File: src/rtl/txw_pkg.sv
// Package for the text word wrapper: payload types, character codes and step helpers.
package txw_pkg;

	localparam logic [7:0] CH_NL = 8'h0A;
	localparam logic [7:0] CH_SP = 8'h20;
	localparam logic [7:0] CH_HY = 8'h2D;

	localparam logic [7:0] WRAP_RESET = 8'd80;
	localparam logic [7:0] WRAP_MIN = 8'd3;
	localparam int QUEUE_DEPTH_DEF = 2;

	typedef struct packed {
		logic [7:0] text_byte;
		logic       end_of_text;
	} in_item_t;

	typedef struct packed {
		logic [7:0]  out_byte;
		logic        final_out;
		logic [15:0] row_count;
	} out_item_t;

	// What one character turns into on the output side.
	typedef enum logic [1:0] {
		OP_PLAIN,   // the character alone
		OP_CHAR_NL, // the character, then a newline
		OP_HYPH_NL, // hyphen, newline, then the character
		OP_NL_CHAR  // newline, then the character
	} op_kind_t;

	typedef struct packed {
		op_kind_t   kind;
		logic [7:0] ch;
	} op_t;

	typedef struct packed {
		op_t        op;
		logic [7:0] col;
	} cls_t;

	// One queue entry: the work caused by one accepted item.
	typedef struct packed {
		op_t  op_a;
		op_t  op_b;
		logic b_valid;
		logic final_flag;
	} entry_t;

	function automatic logic word_char(input logic [7:0] c);
		return (c != CH_SP) && (c != CH_NL);
	endfunction

	// Decide how a character leaves, given its neighbors and the current column.
	function automatic cls_t classify(input logic [7:0] c, input logic [7:0] pre,
			input logic post_word, input logic [7:0] column, input logic [7:0] thr);
		cls_t r;
		r.op.ch = c;
		if (c == CH_NL) begin
			r.op.kind = OP_PLAIN;
			r.col = 8'd0;
		end else if (column >= thr) begin
			if (!word_char(c) || !post_word) begin
				r.op.kind = OP_CHAR_NL;
				r.col = 8'd0;
			end else if (word_char(pre)) begin
				r.op.kind = OP_HYPH_NL;
				r.col = 8'd1;
			end else begin
				r.op.kind = OP_NL_CHAR;
				r.col = 8'd1;
			end
		end else begin
			r.op.kind = OP_PLAIN;
			r.col = column + 8'd1;
		end
		return r;
	endfunction

	// Number of output bytes minus one for an operation.
	function automatic logic [1:0] op_last_idx(input op_kind_t k);
		logic [1:0] n;
		case (k)
			OP_PLAIN:   n = 2'd0;
			OP_CHAR_NL: n = 2'd1;
			OP_HYPH_NL: n = 2'd2;
			OP_NL_CHAR: n = 2'd1;
			default:    n = 2'd0;
		endcase
		return n;
	endfunction

	// Output byte at a given position within an operation.
	function automatic logic [7:0] op_byte(input op_t op, input logic [1:0] idx);
		logic [7:0] b;
		case (op.kind)
			OP_PLAIN:   b = op.ch;
			OP_CHAR_NL: b = (idx == 2'd0) ? op.ch : CH_NL;
			OP_HYPH_NL: b = (idx == 2'd0) ? CH_HY : ((idx == 2'd1) ? CH_NL : op.ch);
			OP_NL_CHAR: b = (idx == 2'd0) ? CH_NL : op.ch;
			default:    b = op.ch;
		endcase
		return b;
	endfunction

endpackage

File: src/rtl/txw_front.sv
// Front end: accepts text bytes, keeps the lookahead and column, classifies each byte.
module txw_front (
	input  logic             clk,
	input  logic             arst_n,
	input  logic             cfg_we,
	input  logic [7:0]       cfg_wdata,
	input  logic             accept,
	input  txw_pkg::in_item_t item,
	output logic             entry_push,
	output txw_pkg::entry_t  entry
);
	import txw_pkg::*;

	logic [7:0] wrap_width_q;
	logic [7:0] held_byte_q;
	logic       held_valid_q;
	logic [7:0] before_held_q;
	logic [7:0] column_q;

	logic [7:0] width_eff;
	logic [7:0] thr;
	logic [7:0] prev;
	logic [7:0] col_mid;
	cls_t       cls_held;
	cls_t       cls_new;

	// Threshold from the width register, with small widths acting as the minimum.
	assign width_eff = (wrap_width_q < WRAP_MIN) ? WRAP_MIN : wrap_width_q;
	assign thr = width_eff - 8'd1;

	// The held byte is judged first, then the new byte when it ends the text.
	always_comb begin
		cls_held = classify(held_byte_q, before_held_q, word_char(item.text_byte),
			column_q, thr);
		col_mid = held_valid_q ? cls_held.col : column_q;
		prev = held_valid_q ? held_byte_q : before_held_q;
		cls_new = classify(item.text_byte, prev, 1'b1, col_mid, thr);
	end

	// Build the queue entry for this transfer.
	always_comb begin
		entry_push = accept && (held_valid_q || item.end_of_text);
		entry.final_flag = item.end_of_text;
		if (held_valid_q) begin
			entry.op_a = cls_held.op;
			entry.op_b = cls_new.op;
			entry.b_valid = item.end_of_text;
		end else begin
			entry.op_a = cls_new.op;
			entry.op_b = cls_new.op;
			entry.b_valid = 1'b0;
		end
	end

	// Width register.
	always_ff @(posedge clk or negedge arst_n) begin
		if (!arst_n) begin
			wrap_width_q <= WRAP_RESET;
		end else if (cfg_we) begin
			wrap_width_q <= cfg_wdata;
		end
	end

	// Text state: cleared at the end of each text.
	always_ff @(posedge clk or negedge arst_n) begin
		if (!arst_n) begin
			held_byte_q <= 8'd0;
			held_valid_q <= 1'b0;
			before_held_q <= 8'd0;
			column_q <= 8'd0;
		end else if (accept) begin
			if (item.end_of_text) begin
				held_byte_q <= 8'd0;
				held_valid_q <= 1'b0;
				before_held_q <= 8'd0;
				column_q <= 8'd0;
			end else begin
				held_byte_q <= item.text_byte;
				held_valid_q <= 1'b1;
				before_held_q <= prev;
				column_q <= col_mid;
			end
		end
	end

endmodule

File: src/rtl/txw_queue.sv
// Short queue of classified entries between the front end and the back end.
module txw_queue #(
	parameter int DEPTH = txw_pkg::QUEUE_DEPTH_DEF
) (
	input  logic            clk,
	input  logic            arst_n,
	input  logic            push,
	input  txw_pkg::entry_t push_entry,
	output logic            full,
	output logic            head_valid,
	output txw_pkg::entry_t head,
	input  logic            pop
);
	import txw_pkg::*;

	localparam int PW = (DEPTH > 1) ? $clog2(DEPTH) : 1;
	localparam int CW = $clog2(DEPTH + 1);

	entry_t         mem_q [DEPTH];
	logic [PW-1:0]  wr_ptr_q;
	logic [PW-1:0]  rd_ptr_q;
	logic [CW-1:0]  count_q;

	logic do_push;
	logic do_pop;

	assign full = (count_q == CW'(DEPTH));
	assign head_valid = (count_q != '0);
	assign head = mem_q[rd_ptr_q];
	assign do_push = push && !full;
	assign do_pop = pop && head_valid;

	// Entry storage.
	always_ff @(posedge clk) begin
		if (do_push) begin
			mem_q[wr_ptr_q] <= push_entry;
		end
	end

	// Pointers and fill count.
	always_ff @(posedge clk or negedge arst_n) begin
		if (!arst_n) begin
			wr_ptr_q <= '0;
			rd_ptr_q <= '0;
			count_q <= '0;
		end else begin
			if (do_push) begin
				wr_ptr_q <= (wr_ptr_q == PW'(DEPTH - 1)) ? '0 : wr_ptr_q + PW'(1);
			end
			if (do_pop) begin
				rd_ptr_q <= (rd_ptr_q == PW'(DEPTH - 1)) ? '0 : rd_ptr_q + PW'(1);
			end
			if (do_push && !do_pop) begin
				count_q <= count_q + CW'(1);
			end else if (do_pop && !do_push) begin
				count_q <= count_q - CW'(1);
			end
		end
	end

endmodule

File: src/rtl/txw_back.sv
// Back end: expands queue entries into output bytes and keeps the row count.
module txw_back (
	input  logic               clk,
	input  logic               arst_n,
	input  logic               head_valid,
	input  txw_pkg::entry_t    head,
	output logic               head_pop,
	output logic               empty,
	input  logic               pop,
	output txw_pkg::out_item_t result
);
	import txw_pkg::*;

	logic        phase_q;
	logic [1:0]  idx_q;
	logic [15:0] rows_q;
	logic        out_valid_q;
	out_item_t   out_q;

	logic        load;
	op_t         cur_op;
	logic [7:0]  cur_byte;
	logic        last_in_op;
	logic        last_in_entry;
	logic        is_final;
	logic [15:0] rows_next;

	// Pick the byte for this position in the current entry.
	always_comb begin
		load = head_valid && (!out_valid_q || pop);
		cur_op = phase_q ? head.op_b : head.op_a;
		cur_byte = op_byte(cur_op, idx_q);
		last_in_op = (idx_q == op_last_idx(cur_op.kind));
		last_in_entry = last_in_op && (phase_q || !head.b_valid);
		is_final = last_in_entry && head.final_flag;
		rows_next = ((cur_byte == CH_NL) && (rows_q != 16'hFFFF)) ? rows_q + 16'd1 : rows_q;
		head_pop = load && last_in_entry;
	end

	assign empty = !out_valid_q;
	assign result = out_q;

	// Output register payload.
	always_ff @(posedge clk) begin
		if (load) begin
			out_q.out_byte <= cur_byte;
			out_q.final_out <= is_final;
			out_q.row_count <= rows_next;
		end
	end

	// Sequencing through the entry, output valid and row counter.
	always_ff @(posedge clk or negedge arst_n) begin
		if (!arst_n) begin
			phase_q <= 1'b0;
			idx_q <= 2'd0;
			rows_q <= 16'd1;
			out_valid_q <= 1'b0;
		end else begin
			if (load) begin
				out_valid_q <= 1'b1;
			end else if (pop) begin
				out_valid_q <= 1'b0;
			end
			if (load) begin
				rows_q <= is_final ? 16'd1 : rows_next;
				if (last_in_entry) begin
					phase_q <= 1'b0;
					idx_q <= 2'd0;
				end else if (last_in_op) begin
					phase_q <= 1'b1;
					idx_q <= 2'd0;
				end else begin
					idx_q <= idx_q + 2'd1;
				end
			end
		end
	end

endmodule

File: src/rtl/text_word_wrapper_top.sv
// Top level of the text word wrapper: front end, entry queue and back end.
//
//  Channel  | Handshake          | Payload
//  ---------+--------------------+------------------------------------------
//  input    | push / full        | item   (text_byte, end_of_text)
//  result   | pop / empty        | result (out_byte, final_out, row_count)
//  config   | cfg_we             | cfg_wdata (wrap_width)
//
// The front end takes one input transfer per cycle while the entry queue has room.
// Each byte gives zero to three output bytes, a text's final byte up to six; the
// back end sends one result per cycle while popped, so the output side sets the rate.
// Results pass through the entry queue and then the back end's output register.
// Reset is asynchronous and immediate; there is no clearing pass.
module text_word_wrapper_top #(
	parameter int QUEUE_DEPTH = txw_pkg::QUEUE_DEPTH_DEF
) (
	input  logic               clk,
	input  logic               arst_n,
	input  logic               push,
	output logic               full,
	input  txw_pkg::in_item_t  item,
	output logic               empty,
	input  logic               pop,
	output txw_pkg::out_item_t result,
	input  logic               cfg_we,
	input  logic [7:0]         cfg_wdata
);
	import txw_pkg::*;

	logic   accept;
	logic   entry_push;
	entry_t entry;
	logic   head_valid;
	entry_t head;
	logic   head_pop;

	assign accept = push && !full;

	txw_front u_front (
		.clk        (clk),
		.arst_n     (arst_n),
		.cfg_we     (cfg_we),
		.cfg_wdata  (cfg_wdata),
		.accept     (accept),
		.item       (item),
		.entry_push (entry_push),
		.entry      (entry)
	);

	txw_queue #(
		.DEPTH (QUEUE_DEPTH)
	) u_queue (
		.clk        (clk),
		.arst_n     (arst_n),
		.push       (entry_push),
		.push_entry (entry),
		.full       (full),
		.head_valid (head_valid),
		.head       (head),
		.pop        (head_pop)
	);

	txw_back u_back (
		.clk        (clk),
		.arst_n     (arst_n),
		.head_valid (head_valid),
		.head       (head),
		.head_pop   (head_pop),
		.empty      (empty),
		.pop        (pop),
		.result     (result)
	);

endmodule
File: config.mk
export PLATFORM = sky130hd
export DESIGN_NAME = text_word_wrapper_top
export DESIGN_NICKNAME = d
export VERILOG_FILES = /design/src/rtl/txw_pkg.sv /design/src/rtl/txw_front.sv /design/src/rtl/txw_queue.sv /design/src/rtl/txw_back.sv /design/src/rtl/text_word_wrapper_top.sv
export SDC_FILE = /design/constraint.sdc
export NUM_CORES = 1
export LEC_CHECK = 0
export BUFFER_PORTS_ARGS = -buffer_cell sky130_fd_sc_hd__clkbuf_2
export CORE_UTILIZATION = 55
export DETAILED_ROUTE_END_ITERATION = 10
export GPL_TIMING_DRIVEN = 0
export PLACE_DENSITY = 0.77
export REMOVE_ABC_BUFFERS = 1
export SYNTH_ARGS = -nofsm -noshare
export SYNTH_HDL_FRONTEND = slang
export SYNTH_SLANG_ARGS = --single-unit
File: constraint.sdc
create_clock -name clk -period 4.3 [get_ports clk]
set_input_delay 0.645 -clock clk [delete_from_list [all_inputs] [get_ports clk]]
set_output_delay 0.645 -clock clk [all_outputs]
set_load 0.005 [all_outputs]
Word-level counts from Yosys, hierarchy flattened
Memory sizes are Yosys's and may differ from the RTL's. Cells that the tools add are included.

Register bits after elaboration: 82. RAM bits: 44. Input port bits: 22. Output and inout port bits: 27. Word-level logic and storage cells: 119. Memories: 1.

Memory list: u_queue.mem_q (depth 2, bits a word 22, read ports 1, clocked after Yosys merged registers in 0, wr ports 1, RTL line txw_queue.sv:19) `entry_t mem_q [DEPTH];`.

Add/sub/neg operators: 8. Order comparisons: 3. Equality and inequality tests: 18. Mux-type cells: 40. Reductions and logical operators: 34.

Operator list (count): $mux 8 (12); $mux 16 (2); $ne 8x4->1 const B (4); $ne 8x6->1 const B (4); $pmux 8 s4 (1); $eq 8x4->1 const B (3); $mux 21 (1); $mux 2 (10); $add 16x1->16 const B (1); $ge 8x8->1 (2); $ne 16x16->1 const B (1); $logic_and 1x1->1 (15); $mux 1 (12); $mux 10 (1); $add 8x1->8 const B (1); $lt 8x2->1 const B (1); $reduce_bool 2->1 (4); $sub 8x1->8 const B (1); $logic_not 1->1 (7); $eq 2x2->1 const B (3); $pmux 2 s3 (1); $add 2x1->2 const B (2); $eq 2x1->1 const B (2); $logic_not 2->1 (2); 6 further kinds (10).

Logic depth before layout (Yosys ltp)
Gate-level depths: netlist of the first run.

Word-level depth: 12. Mapped depth: 22. Depth with buffers taken out: 21.

By module
A second synthesis of the first run with hierarchy kept.

Cell total of the unflattened synthesis: 612. Area total of the unflattened synthesis: 6960.4 um^2.

By module, submodules not included: txw_back (instances 1, cells each 263, area an instance 2708.8 um^2, seq. area each 1252.5 um^2); txw_front (instances 1, cells each 261, area an instance 2446.1 um^2, seq. area each 828.3 um^2); txw_queue (instances 1, cells each 87, area an instance 1791.7 um^2, seq. area each 1421.4 um^2); text_word_wrapper_top (instances 1, cells each 1, area an instance 13.8 um^2, seq. area each 0.0 um^2).

Worst setup path after synthesis of the first run
Ideal clock, no wire load.

Kind: reg-to-reg. Start point: register u_front.wrap_width_q[4]. End point: memory u_queue.mem_q[0][20] (netlist name), data pin. Setup time: 272 ps. Data arrival time: 4532 ps. Required time: 4028 ps. Setup slack: -504 ps. Cell stages (with the launch flop): 23. Path buffers: 1. Period minus slack after synthesis: 4804 ps. Cell sequence: dfstp_2 > or4_1 > nor3_1 > nor3_1 > a21oi_1 > ha_1 > a21oi_1 > o21ai_0 > a21oi_1 > a21o_1 > and2_1 > clkbuf_1 > mux2i_1 > a21oi_1 > ha_1 > nand2b_1 > a21o_1 > a211o_1 > o2111a_1 > a211oi_1 > o2111ai_1 > or3b_1 > o31ai_1.

RTL lines: from (decl) (RTL line txw_front.sv:14) `logic [7:0] wrap_width_q;`; from (signal assigned) (RTL line txw_front.sv:60) `wrap_width_q <= cfg_wdata;`; to (decl) (RTL line txw_queue.sv:19).

==> metrics.log, run 1 <==
INFO  metric postLayoutSetupSlackWorst = -0.6384 ns
INFO  metric routed_wire_length_per_instance = 18.36 µm
INFO  metric floorplan.die_area = 12210 µm²
INFO  metric fin_clk_skew = roughly 0.013 ns
INFO  metric cts.sinks = 126
INFO  metric post_synth.cell_area_avg = 11.30 µm²
INFO  metric ios = 49
INFO  metric cell_count_after_synthesis = 573
INFO  metric power_per_cell_area = 654.0 nW/µm²
INFO  metric run_status = finished, violations left
INFO  metric final-hold-violation-count = 0
INFO  metric yosys_most_used_dff = edfxtp_1
INFO  metric count_of_flip_flops_with_a_built_in_enable_after_synthesis = 69
INFO  metric synth.ff_latch_count = 126
INFO  metric share_of_layout_cells_above_drive_strength_1 = between 20 and 30%
INFO  metric place_worst_setup_slack = -1.370 ns
INFO  metric dpl.hpwl = 8725 µm
INFO  metric failed_checks = setup timing
INFO  metric globalplace.congestion = around 0.80
INFO  metric critical-path-slowest-cell = or4_4
INFO  metric clock_buffer_count_from_cts = 17
INFO  metric insertion_delay = between 0.4 and 0.5 ns
INFO  metric worstSetupPathType = reg2reg
INFO  metric final_min_period_over_clock_period = 114.8%
INFO  metric power.total = ~5 mW
INFO  metric tritoncts = yes
INFO  metric wl = 14770 µm
INFO  metric worst_ir_drop_vdd = 455.6 µV
INFO  metric floorplan.initialDensity = between 50% and 60%
INFO  metric grt_overflow_total = 0
INFO  metric register_area = 3503 µm²
INFO  metric final_net_count = approximately 690
INFO  metric power_leakage = 3.173 nW
INFO  metric routed_via_density = between 6 and 7
INFO  metric grtUsageTotal = 24.51%
INFO  metric path_clk_slew = 0.06 ns
INFO  metric detail_route.first_pass.iterations = 5
INFO  metric max_slew.worst_pin.slew = 1.332 ns
INFO  metric worst_ep_arrival_time = 5.07 ns
INFO  metric yosys.cell_types.count = between 60 and 70
INFO  metric critPathMaxFanout = 4
INFO  metric max_cap_violations = 0
INFO  metric setup_violations = 9
INFO  metric timing.critical_path.from_type = flop
INFO  metric fp-row-count = 39
INFO  metric synth.cell_area = 6477 µm²
INFO  metric worst_hold_path_type = in2async
INFO  metric syn_to_final_growth = 20.86%
INFO  metric detail-route-antenna-nets = 0
INFO  metric dr_total_vias = roughly 5000
INFO  metric crit_path_start = u_front.wrap_width_q[2]
INFO  metric max_freq = 202.5 MHz
INFO  metric grt_antenna_before_repair = 0
INFO  metric cts_max_level = 4
INFO  metric timing_max_transition_violations_final = 0
INFO  metric port_buffers = 48
INFO  metric drc = 0
INFO  metric cts-root-buf = clkbuf_16
INFO  metric first_global_vias = 4967
INFO  metric num_antenna_cells = 0
INFO  metric layout_min_cycle_time = 4.938 ns
INFO  metric maximum_number_of_pins_on_one_net_before_global_route_repair = 58
INFO  metric die_x = between 100 and 150 µm
INFO  metric dieHeight = 110.5 µm
INFO  metric worst_path_largest_cell_delay = around 0.57 ns
INFO  metric number_of_buffer_and_inverter_instances_along_the_worst_setup_path = 0
INFO  metric clock_path_buffers = 2
INFO  metric critical_path_cell_list = or4_4, nor3_4, nor3_2, xnor2_1, ha_1, and3_4, a21oi_4, a21o_1, and2_4, mux2i_4, a21oi_2, ha_1, nand2b_4, a21o_1, a211o_1, o2111a_1, a211oi_2, o2111ai_1, or3b_4, o31ai_4
INFO  metric yosysSeqAreaShare = 54.07%
INFO  metric relSlewSlack = 11.10%
INFO  metric multi_input_comb_area = 2955 µm²
INFO  metric rsz0062_at_grt = true
INFO  metric final.fill_count = 801
INFO  metric worstReg2RegStart = u_front.wrap_width_q[2]
INFO  metric core_area = 11470 µm²
INFO  metric data_required_time_of_the_critical_path = 4.43 ns
INFO  metric crit_family = simple AND/OR/NAND/NOR gates
INFO  metric grt_pass1_wl = 23420 µm
INFO  metric drt_iter0_markers = roughly 420
INFO  metric timing.critical_path.to_type = flop
INFO  metric synth.yosys.warnings = 0
INFO  metric synth_async_sr_flop_share = 45.24%
synth_stat cells (3+ instances only):
| master | number | share of area (%) |
|---|---|---|
| edfxtp_1 | 69 | 32 |
| a22oi_1 | 4 | 0.46 |
| nor4_1 | 4 | 0.39 |
| and2_1 | 7 | 0.68 |
| buf_6 | 3 | 0.52 |
| a2bb2oi_1 | 9 | 1.2 |
| a21oi_1 | 15 | 1.2 |
| a22o_1 | 5 | 0.68 |
| ha_1 | 19 | 3.7 |
| dfstp_2 | 3 | 1.2 |
| o21ai_1 | 4 | 0.31 |
| or3_1 | 3 | 0.29 |
| mux4_2 | 11 | 3.8 |
| nand2b_1 | 9 | 0.87 |
| o21a_1 | 5 | 0.58 |
| mux2i_1 | 4 | 0.62 |
| or4_1 | 5 | 0.58 |
| nand3_1 | 16 | 1.2 |
| xnor2_1 | 15 | 2.0 |
| and3_1 | 6 | 0.58 |
| nor2_2 | 3 | 0.29 |
| mux2_2 | 11 | 1.9 |
| o31ai_1 | 18 | 2.1 |
| a32o_1 | 5 | 0.77 |
| inv_1 | 34 | 2.0 |
| clkbuf_1 | 19 | 1.1 |
| nor2b_1 | 7 | 0.68 |
| nor2_1 | 33 | 1.9 |
| dfrtp_1 | 54 | 21 |
| nor3_1 | 10 | 0.77 |
| xor2_1 | 9 | 1.2 |
| o22ai_1 | 7 | 0.68 |
| nand2_1 | 48 | 2.8 |
| o21ai_0 | 53 | 4.1 |
| a31oi_1 | 8 | 0.77 |
| nand4_1 | 3 | 0.29 |
layer usage:
layer / track usage [%] / part of all wire, % / wire length, µm
met1: 28.14 / 40 / 5871
met2: 41.90 / 51 / 7531
met3: 7.245 / 6.0 / 882
met4: 11.73 / 3.3 / 480
met5: 0 / 0 / 0
layout by cell type (no fill, tap or decap), drive strengths merged, types with 4 or more instances in the layout:
cell type | synthesis | final
clkbuf | 19 | 71
edfxtp | 69 | 69
o21ai | 57 | 58
dfrtp | 54 | 54
nand2 | 48 | 48
nor2 | 36 | 36
inv | 34 | 34
buf | 7 | 33
ha | 19 | 19
o31ai | 18 | 18
nand3 | 16 | 16
xnor2 | 15 | 15
a21oi | 15 | 15
nor3 | 12 | 12
mux4 | 11 | 11
mux2 | 11 | 11
xor2 | 9 | 9
a2bb2oi | 9 | 9
nand2b | 9 | 9
a31oi | 8 | 8
clkinv | 1 | 8
nor2b | 7 | 7
o22ai | 7 | 7
and2 | 7 | 7
nor4 | 7 | 7
and3 | 6 | 6
o21a | 5 | 5
a22o | 5 | 5
or4 | 5 | 5
a32o | 5 | 5
a22oi | 4 | 4
mux2i | 4 | 4
flip-flops by register name (all words and copies together) (netlist names):
register and count:
u_front.before_held_q 8, u_front.column_q 8, u_back.phase_q 1, u_back.result 25, u_queue.wr_ptr_q 1, u_back.rows_q 16
u_front.wrap_width_q 8, u_front.held_valid_q 1, u_queue.count_q 2, u_back.idx_q 2, u_front.held_byte_q 8, u_queue.mem_q 44
u_back.out_valid_q 1, u_queue.rd_ptr_q 1
repair_timing:
action / 4_1_cts / 5_1_grt
cloned: 1 / 0
gates resized for setup: 17 / 30
endpoints found under the setup margin: 8 / 25
hold buffers: 0 / 0
buffers inserted: 27 / 4
pin swaps: 13 / 10
cells by family (layout without fill, tap and decap cells):
| group | after synthesis | in the layout | share of synthesized area [%] |
|---|---|---|---|
| buf+inv | 61 | 148 | 3.921 |
| mux | 26 | 26 | 6.355 |
| flops | 126 | 126 | 54.07 |
| fa+ha+maj | 20 | 20 | 3.825 |
| compound gates | 152 | 153 | 15.43 |
| simple gates | 164 | 164 | 13.15 |
| xor+xnor | 24 | 24 | 3.245 |
worst paths after layout:
kind	endpoint	slack, ns	cells past startpoint
worst max-delay path	u_queue.mem_q[0][21]	-0.64	20
worst min-delay path	u_back.rows_q[5]	0.36	1
worst max register to register	u_queue.mem_q[0][21]	-0.64	20
worst min register to register	u_back.out_valid_q	0.50	2
max in group asynchronous	u_queue.rd_ptr_q	3.36	1
min in group clk	u_front.wrap_width_q[7]	0.43	3
power breakdown:
group          total [mW]  leakage (nW)  internal, mW  switching [mW]
sequential           2.01          1.39          1.71           0.301
combinational        1.80          1.51         0.782            1.02
clock                1.31         0.266         0.814           0.497
final cells by class:
class	count	share of cell area, %
Sequential cell	126	44.75
Multi-Input combinational cell	387	37.75
Timing Repair Buffer	81	6.665
Clock buffer	23	5.977
Tap cell	143	2.285
Inverter	35	1.678
Clock inverter	9	0.8950
worst register-to-register path: cells and delay by family (launching register included):
kind | cells | cell delay, ns
AOI/OAI and AO/OA | 9 | 1.41
xor gates and xnor gates | 1 | 0.28
adders and majority gates | 2 | 0.58
DFF | 1 | 0.39
muxes | 1 | 0.24
and+or+nand+nor | 7 | 1.72
per-stage QoR:
| stage | setup TNS (ns) | utilization, % | cell area, µm² | hold slack [ns] | std cells |
|---|---|---|---|---|---|
| final | -5.069 | 68.27 | 7829 | 0.3617 | 804 |
| after global routing | -6.290 | 68.27 | 7829 | 0.4136 | 804 |
| after CTS | -4.479 | 66.46 | 7621 | 0.3848 | 799 |
| after detailed placement | -10.52 | 59.25 | 6794 | 0.4969 | 739 |
| after global placement | -9.282 | 59.07 | 6774 | 0.4773 | 738 |
| after floorplan | -3.127 | - | 6355 | 0.3494 | 547 |
No activity file was read; power rests on OpenSTA's default activity.
==> run 2: changes to the inputs <==
--- a/config.mk
+++ b/config.mk
@@ -8,7 +8,6 @@
 export BUFFER_PORTS_ARGS = -buffer_cell sky130_fd_sc_hd__clkbuf_2
 export CORE_UTILIZATION = 55
 export DETAILED_ROUTE_END_ITERATION = 10
-export GPL_TIMING_DRIVEN = 0
 export PLACE_DENSITY = 0.77
 export REMOVE_ABC_BUFFERS = 1
 export SYNTH_ARGS = -nofsm -noshare
==> run 2 against run 1 <==
  * The run still ends with setup timing left
  * Via count is 1.8% lower
  * Hold slack better by 0.033 ns
  * Die area is the same
  * Critical path type unchanged
  * Largest cell class unchanged
  * Highest routed layer unchanged
==> metrics.log, run 2 (synthesis results as in run 1) <==
INFO  metric run_status = finished, violations left (unchanged)
INFO  metric failed_checks = setup timing (unchanged)
INFO  metric worstSetupPathType = reg2reg (unchanged)
INFO  metric grt_antenna_before_repair = 0 (unchanged)
INFO  metric max_freq = 213.9 MHz (was 202.5 MHz)
INFO  metric dpl.hpwl = 9561 µm (was 8725 µm)
INFO  metric worst_path_largest_cell_delay = 0.55 ns (was 0.57 ns)
INFO  metric multi_input_comb_area = 2841 µm² (was 2955 µm²)
INFO  metric dr_total_vias = 4913 (was 5003)
INFO  metric fin_clk_skew = 0.008556 ns (was 0.01318 ns)
INFO  metric worst_hold_path_type = in2async (unchanged)
INFO  metric largest_register_ff_count = 44 (unchanged)
INFO  metric relSlewSlack = 33.33% (was 11.10%)
INFO  metric critical-path-slowest-cell = or4_4 (unchanged)
INFO  metric fp-row-count = 39 (unchanged)
INFO  metric syn_to_final_growth = 22.95% (was 20.86%)
INFO  metric maximum_number_of_pins_on_one_net_before_global_route_repair = 58 (unchanged)
INFO  metric cts-root-buf = clkbuf_16 (unchanged)
INFO  metric tritoncts = yes (unchanged)
INFO  metric routed_wire_length_per_instance = 17.52 µm (was 18.36 µm)
INFO  metric final_net_count = 704 (was 689)
INFO  metric detail-route-antenna-nets = 0 (unchanged)
INFO  metric detail_route.first_pass.iterations = 5 (unchanged)
INFO  metric grt_overflow_total = 0 (unchanged)
INFO  metric path_clk_slew = 0.06 ns (about the same)
INFO  metric first_global_vias = 5009 (was 4967)
INFO  metric cts_max_level = 4 (unchanged)
INFO  metric ff2ff_path_depth = 21 (was 20)
INFO  metric setup_violations = 8 (was 9)
INFO  metric timing_max_transition_violations_final = 0 (unchanged)
INFO  metric power_per_cell_area = 685.8 nW/µm² (was 654.0 nW/µm²)
INFO  metric insertion_delay = 0.42 ns (about the same)
INFO  metric final.fill_count = 784 (was 801)
INFO  metric final.setup.tns = -2.891 ns (was -5.069 ns)
INFO  metric final-hold-violation-count = 0 (unchanged)
INFO  metric max_slew.worst_pin.slew = 1.000 ns (was 1.332 ns)
INFO  metric num_antenna_cells = 0 (unchanged)
INFO  metric layout_min_cycle_time = 4.674 ns (was 4.938 ns)
INFO  metric timing.critical_path.to_type = flop (unchanged)
INFO  metric worst_ep_arrival_time = 4.82 ns (was 5.07 ns)
INFO  metric postLayoutSetupSlackWorst = -0.3743 ns (was -0.6384 ns)
INFO  metric regMostFlops = u_queue.mem_q (unchanged)
INFO  metric data_required_time_of_the_critical_path = 4.45 ns (was 4.43 ns)
INFO  metric die_x = 110.5 µm (unchanged)
INFO  metric wl = 14350 µm (was 14770 µm)
INFO  metric core_area = 11470 µm² (unchanged)
INFO  metric grtUsageTotal = 24.82% (was 24.51%)
INFO  metric register_area = 3502 µm² (was 3503 µm²)
INFO  metric power_leakage = 3.286 nW (was 3.173 nW)
INFO  metric cts.sinks = 126 (unchanged)
INFO  metric clock_path_buffers = 2 (unchanged)
INFO  metric dieHeight = 110.5 µm (unchanged)
INFO  metric final_cell_mix = 69 x edfxtp_1, 54 x dfrtp_1, 52 x o21ai_0, 48 x nand2_1, 48 x clkbuf_2 (was 69 x edfxtp_1, 53 x dfrtp_1, 51 x o21ai_0, 47 x nand2_1, 47 x clkbuf_2)
INFO  metric max_cap_violations = 0 (unchanged)
INFO  metric globalplace.congestion = 0.8743 (was 0.7950)
INFO  metric timing.critical_path.from_type = flop (unchanged)
INFO  metric holdWs = 0.3943 ns (was 0.3617 ns)
INFO  metric final_min_period_over_clock_period = 108.7% (was 114.8%)
INFO  metric layout.cells.most_common = edfxtp_1 (unchanged)
INFO  metric share_of_layout_cells_above_drive_strength_1 = 27.51% (was 26.78%)
INFO  metric ios = 49 (unchanged)
INFO  metric port_buffers = 48 (unchanged)
INFO  metric clock_buffer_count_from_cts = 17 (unchanged)
INFO  metric routed_via_density = 5.999 (was 6.223)
INFO  metric floorplan.die_area = 12210 µm² (unchanged)
INFO  metric critPathMaxFanout = 4 (unchanged)
INFO  metric critical_path_cell_list = or4_4, nor3_4, buf_6, nor4_2, xnor2_1, ha_1, and3_4, a21oi_4, a21o_1, and2_4, mux2i_2, a21oi_2, ha_1, nand2b_4, a21o_1, a211o_1, o2111a_1, a211oi_2, o2111ai_1, or3b_4, o31ai_2 (was or4_4, nor3_4, nor3_2, xnor2_1, ha_1, and3_4, a21oi_4, a21o_1, and2_4, mux2i_4, a21oi_2, ha_1, nand2b_4, a21o_1, a211o_1, o2111a_1, a211oi_2, o2111ai_1, or3b_4, o31ai_4)
INFO  metric drt_iter0_markers = 515 (was 424)
INFO  metric drc = 0 (unchanged)
INFO  metric grt_pass1_wl = 23770 µm (was 23420 µm)
INFO  metric worst_ir_drop_vdd = 469.9 µV (was 455.6 µV)
INFO  metric floorplan.initialDensity = 56.49% (unchanged)
INFO  metric rsz0062_at_grt = true (unchanged)
[run 2: cell count changes in the layout (fill, tap and decap cells not counted), sizes merged]
| cell | before | now |
|---|---|---|
| bufinv | 1 | 7 |
| o21ai | 58 | 57 |
| buf | 33 | 49 |
| clkbuf | 71 | 66 |
| clkinv | 8 | 7 |
[run 2: area by class of cell]
cell class,instances,area share (%)
Sequential cell,126,43.97
Clock buffer,18,5.389
Timing Repair Buffer,97,7.730
Inverter,35,1.650
Tap cell,143,2.247
Multi-Input combinational cell,386,35.68
Clock inverter,14,3.331
[run 2: final timing paths]
path                                         start                       end  slack (ns)
max in group asynchronous                   arst_n  u_front.before_held_q[4]        3.39
min in group clk                      cfg_wdata[7]   u_front.wrap_width_q[7]        0.43
hold reg to reg                   u_queue.wr_ptr_q          u_queue.wr_ptr_q        0.50
setup reg to reg           u_front.wrap_width_q[4]      u_queue.mem_q[1][21]       -0.37
setup / recovery           u_front.wrap_width_q[4]      u_queue.mem_q[1][21]       -0.37
hold / removal                              arst_n          u_back.rows_q[7]        0.39
[run 2: timing repair]
item	in CTS	in global routing
setup endpoints to repair	8	8
buffers inserted	4	4
gates cloned	0	0
pin swaps	14	7
gates resized for setup	17	11
hold buffers	0	0
[run 2: metrics by stage]
stage	instance area, µm²	total power, mW	instances	setup slack (ns)	utilization, %
finish	7964	5.462	819	-0.3743	69.45
global route	7964	5.765	819	-0.5832	69.45
CTS	7885	5.422	815	-0.3717	68.76
detailed placement	7082	3.679	779	-0.6326	61.76
global placement	7082	3.587	779	-0.3868	61.76
floorplan	6355	3.052	547	-0.4193	-
[run 2: power by group]
group / leakage [nW] / switching [mW] / internal [mW]
combinational: 1.56 / 1.03 / 0.817
sequential: 1.39 / 0.240 / 1.70
clock: 0.332 / 0.525 / 1.15
[run 2: critical path: cells and delay by family (launching register included)]
| kind | cells | cell delay [ns] |
|---|---|---|
| and+or+nand+nor | 7 | 1.53 |
| AOI/OAI and AO/OA | 9 | 1.30 |
| adders and majority gates | 2 | 0.60 |
| DFF | 1 | 0.37 |
| muxes | 1 | 0.24 |
| xor gates and xnor gates | 1 | 0.22 |
| buffers and inverters | 1 | 0.14 |
[run 2: metal layers]
layer	wire length [µm]	GRT usage, %	vias up
li1	-	-	2322
met1	5919	29.15	2421
met2	7506	43.48	145
met3	586	4.995	25
met4	336	11.82	0
met5	0	0	-
==> run 3: changes to the inputs <==
--- a/config.mk
+++ b/config.mk
@@ -6,10 +6,13 @@
 export NUM_CORES = 1
 export LEC_CHECK = 0
 export BUFFER_PORTS_ARGS = -buffer_cell sky130_fd_sc_hd__clkbuf_2
+export CAP_MARGIN = 10
 export CORE_UTILIZATION = 55
+export CTS_BUF_LIST = sky130_fd_sc_hd__clkbuf_8 sky130_fd_sc_hd__clkbuf_16
 export DETAILED_ROUTE_END_ITERATION = 10
 export PLACE_DENSITY = 0.77
 export REMOVE_ABC_BUFFERS = 1
 export SYNTH_ARGS = -nofsm -noshare
 export SYNTH_HDL_FRONTEND = slang
 export SYNTH_SLANG_ARGS = --single-unit
+export TNS_END_PERCENT = 30
==> run 3 against run 2 <==
  * The flow still finishes with violations (setup timing)
  * Hold slack barely moved
  * Clock skew rose by 0.00070 ns
  * Via count fell by 0.61%
  * Sequential power barely moved
  * Combinational power barely moved
  * Power barely moved
  * Clock power barely moved
  * Utilization did not move
  * Sequential cell count did not move
  * First-iteration DRC count fell by 2.3%
  * Fmax rose by 0.17%
  * Largest cell class unchanged
==> metrics.log, run 3 (synthesis results as in run 1) <==
INFO  metric cts.sinks = 126 (unchanged)
INFO  metric timing_max_transition_violations_final = 0 (unchanged)
INFO  metric floorplan.die_area = 12210 µm² (unchanged)
INFO  metric cts_max_level = 4 (unchanged)
INFO  metric max_freq = 214.3 MHz (was 213.9 MHz)
INFO  metric grt_antenna_before_repair = 0 (unchanged)
INFO  metric crit_family = simple AND/OR/NAND/NOR gates (unchanged)
INFO  metric holdWs = 0.3939 ns (was 0.3943 ns)
INFO  metric power.net_switching = 1.796 mW (was 1.798 mW)
INFO  metric power.switching_fraction = 32.91% (about the same)
INFO  metric fp-row-count = 39 (unchanged)
INFO  metric critPathMaxFanout = 4 (unchanged)
INFO  metric power.total = 5.458 mW (was 5.462 mW)
INFO  metric ff2ff_path_depth = 21 (unchanged)
INFO  metric share_of_layout_cells_above_drive_strength_1 = 27.51% (unchanged)
INFO  metric critical_path_cell_list = or4_4, nor3_4, buf_6, nor4_2, xnor2_1, ha_1, and3_4, a21oi_4, a21o_1, and2_4, mux2i_2, a21oi_2, ha_1, nand2b_4, a21o_1, a211o_1, o2111a_1, a211oi_2, o2111ai_1, or3b_4, o31ai_2 (unchanged)
INFO  metric insertion_delay = 0.42 ns (about the same)
INFO  metric dieHeight = 110.5 µm (unchanged)
INFO  metric wl = 14320 µm (was 14350 µm)
INFO  metric worstReg2RegStart = u_front.wrap_width_q[4] (unchanged)
INFO  metric ios = 49 (unchanged)
INFO  metric globalplace.congestion = 0.8743 (unchanged)
INFO  metric critical-path-slowest-cell = or4_4 (unchanged)
INFO  metric dpl.hpwl = 9561 µm (unchanged)
INFO  metric postLayoutSetupSlackWorst = -0.3665 ns (was -0.3743 ns)
INFO  metric power_leakage = 3.290 nW (was 3.286 nW)
INFO  metric worst_path_largest_cell_delay = 0.55 ns (about the same)
INFO  metric maximum_number_of_pins_on_one_net_before_global_route_repair = 58 (unchanged)
INFO  metric dr_total_vias = 4883 (was 4913)
INFO  metric run_status = finished, violations left (unchanged)
INFO  metric worst_ep_arrival_time = 4.82 ns (about the same)
INFO  metric routed_via_density = 5.962 (was 5.999)
INFO  metric internal_power = 3.661 mW (was 3.664 mW)
INFO  metric num_antenna_cells = 0 (unchanged)
INFO  metric multi_input_comb_area = 2841 µm² (unchanged)
INFO  metric detail-route-antenna-nets = 0 (unchanged)
INFO  metric relSlewSlack = 33.86% (was 33.33%)
INFO  metric worstSetupPathType = reg2reg (unchanged)
INFO  metric combinationalPowerShare = 33.8% (was 33.9%)
INFO  metric regMostFlops = u_queue.mem_q (unchanged)
INFO  metric die_x = 110.5 µm (unchanged)
INFO  metric rsz0062_at_grt = true (unchanged)
INFO  metric clock_buffer_count_from_cts = 17 (unchanged)
INFO  metric setup_violations = 8 (unchanged)
INFO  metric register_area = 3502 µm² (unchanged)
INFO  metric max_slew.worst_pin.slew = 0.9920 ns (was 1.000 ns)
INFO  metric grtUsageTotal = 24.82% (unchanged)
INFO  metric fin_clk_skew = 0.009259 ns (was 0.008556 ns)
INFO  metric number_of_buffer_and_inverter_instances_along_the_worst_setup_path = 1 (unchanged)
INFO  metric detail_route.first_pass.iterations = 6 (was 5)
INFO  metric seqPwrFrac = 35.6% (was 35.5%)
INFO  metric final.fill_count = 784 (unchanged)
INFO  metric final_net_count = 704 (unchanged)
INFO  metric cts-root-buf = clkbuf_16 (unchanged)
INFO  metric floorplan.initialDensity = 56.49% (unchanged)
INFO  metric first_global_vias = 5011 (was 5009)
INFO  metric drt_iter0_markers = 503 (was 515)
INFO  metric grt_overflow_total = 0 (unchanged)
INFO  metric timing.critical_path.from_type = flop (unchanged)
INFO  metric worst_hold_path_type = in2async (unchanged)
INFO  metric p_clk_share = 30.6% (about the same)
INFO  metric layout_min_cycle_time = 4.666 ns (was 4.674 ns)
INFO  metric r2r_setup_slack = -0.37 ns (about the same)
INFO  metric final_cell_mix = 69 x edfxtp_1, 54 x dfrtp_1, 52 x o21ai_0, 48 x nand2_1, 48 x clkbuf_2 (unchanged)
INFO  metric final-hold-violation-count = 0 (unchanged)
INFO  metric power_per_cell_area = 685.3 nW/µm² (was 685.8 nW/µm²)
INFO  metric worstReg2RegEnd = u_queue.mem_q[1][21] (unchanged)
INFO  metric max_cap_violations = 0 (unchanged)
INFO  metric data_required_time_of_the_critical_path = 4.45 ns (about the same)
INFO  metric core_area = 11470 µm² (unchanged)
INFO  metric port_buffers = 48 (unchanged)
INFO  metric routed_wire_length_per_instance = 17.48 µm (was 17.52 µm)
INFO  metric path_clk_slew = 0.06 ns (about the same)
INFO  metric largest_register_ff_count = 44 (unchanged)
INFO  metric syn_to_final_growth = 22.95% (unchanged)
INFO  metric layout.cells.most_common = edfxtp_1 (unchanged)
INFO  metric worst_ir_drop_vdd = 469.6 µV (was 469.9 µV)
INFO  metric final_min_period_over_clock_period = 108.5% (was 108.7%)
INFO  metric clock_path_buffers = 2 (unchanged)
INFO  metric place_worst_setup_slack = -0.6326 ns (unchanged)
INFO  metric failed_checks = setup timing (unchanged)
INFO  metric tritoncts = yes (unchanged)
INFO  metric drc = 0 (unchanged)
INFO  metric grt_pass1_wl = 23770 µm (unchanged)
INFO  metric timing.critical_path.to_type = flop (unchanged)
## run 3: cell count changes in the layout (fill, tap and decap cells not counted)
cell and delta:
inv_1 +1, clkbuf_1 -1
## run 3: power groups by stage
| stage | sequential (mW) | clock (mW) | combinational, mW |
|---|---|---|---|
| after floorplan | 1.94 | 0 | 1.11 |
| after global placement | 1.94 | 0 | 1.65 |
| after detailed placement | 1.96 | 0 | 1.72 |
| after CTS | 1.94 | 1.69 | 1.79 |
| after global routing | 1.99 | 1.73 | 2.04 |
| final | 1.94 | 1.67 | 1.85 |
## run 3: what timing repair did
item                       CTS  global route
buffers inserted             4             4
hold buffers                 0             0
gates cloned                 0             0
pin swaps                   14             7
setup endpoints to repair    8             8
resized for setup           17            11
## run 3: final cells by class
type                            instances  area share, %
Timing Repair Buffer                   97          7.730
Multi-Input combinational cell        386          35.68
Tap cell                              143          2.247
Inverter                               35          1.650
Sequential cell                       126          43.97
Clock inverter                         15          3.378
Clock buffer                           17          5.342
## run 3: routing by layer
layer	track usage [%]	vias to the layer above	share of wire, %	wire length (µm)
li1	-	2323	-	-
met1	29.15	2395	41	5889
met2	43.48	137	52	7489
met3	4.995	28	4.3	613
met4	11.82	0	2.3	326
met5	0	-	0	0
## run 3: worst max path at each step
stage                            start              endpoint  cells past startpoint
2_1_floorplan  u_front.wrap_width_q[4]  u_queue.mem_q[0][20]                     21
6_report       u_front.wrap_width_q[4]  u_queue.mem_q[1][21]                     21
4_1_cts        u_front.wrap_width_q[3]  u_queue.mem_q[1][20]                     21
5_1_grt        u_front.wrap_width_q[0]  u_queue.mem_q[1][21]                     20
3_3_place_gp   u_front.wrap_width_q[4]  u_queue.mem_q[0][20]                     20
3_5_place_dp   u_front.wrap_width_q[4]  u_queue.mem_q[0][20]                     21
## run 3: worst register-to-register path, cell delays in order (launching register included)
cell and delay [ns]:
dfstp_2 0.37, or4_4 0.55, nor3_4 0.18, buf_6 0.14, nor4_2 0.04, xnor2_1 0.22
ha_1 0.30, and3_4 0.17, a21oi_4 0.16, a21o_1 0.12, and2_4 0.15, mux2i_2 0.24
a21oi_2 0.08, ha_1 0.30, nand2b_4 0.14, a21o_1 0.15, a211o_1 0.25, o2111a_1 0.13
a211oi_2 0.22, o2111ai_1 0.12, or3b_4 0.30, o31ai_2 0.07
## run 3: through the flow
| stage | TNS [ns] | util (%) | instances | cell area, µm² |
|---|---|---|---|---|
| global placement | -2.909 | 61.76 | 779 | 7082 |
| CTS | -2.953 | 68.76 | 815 | 7885 |
| floorplan | -3.127 | - | 547 | 6355 |
| finish | -2.830 | 69.45 | 819 | 7964 |
| detailed placement | -4.834 | 61.76 | 779 | 7082 |
| global route | -4.599 | 69.45 | 819 | 7964 |
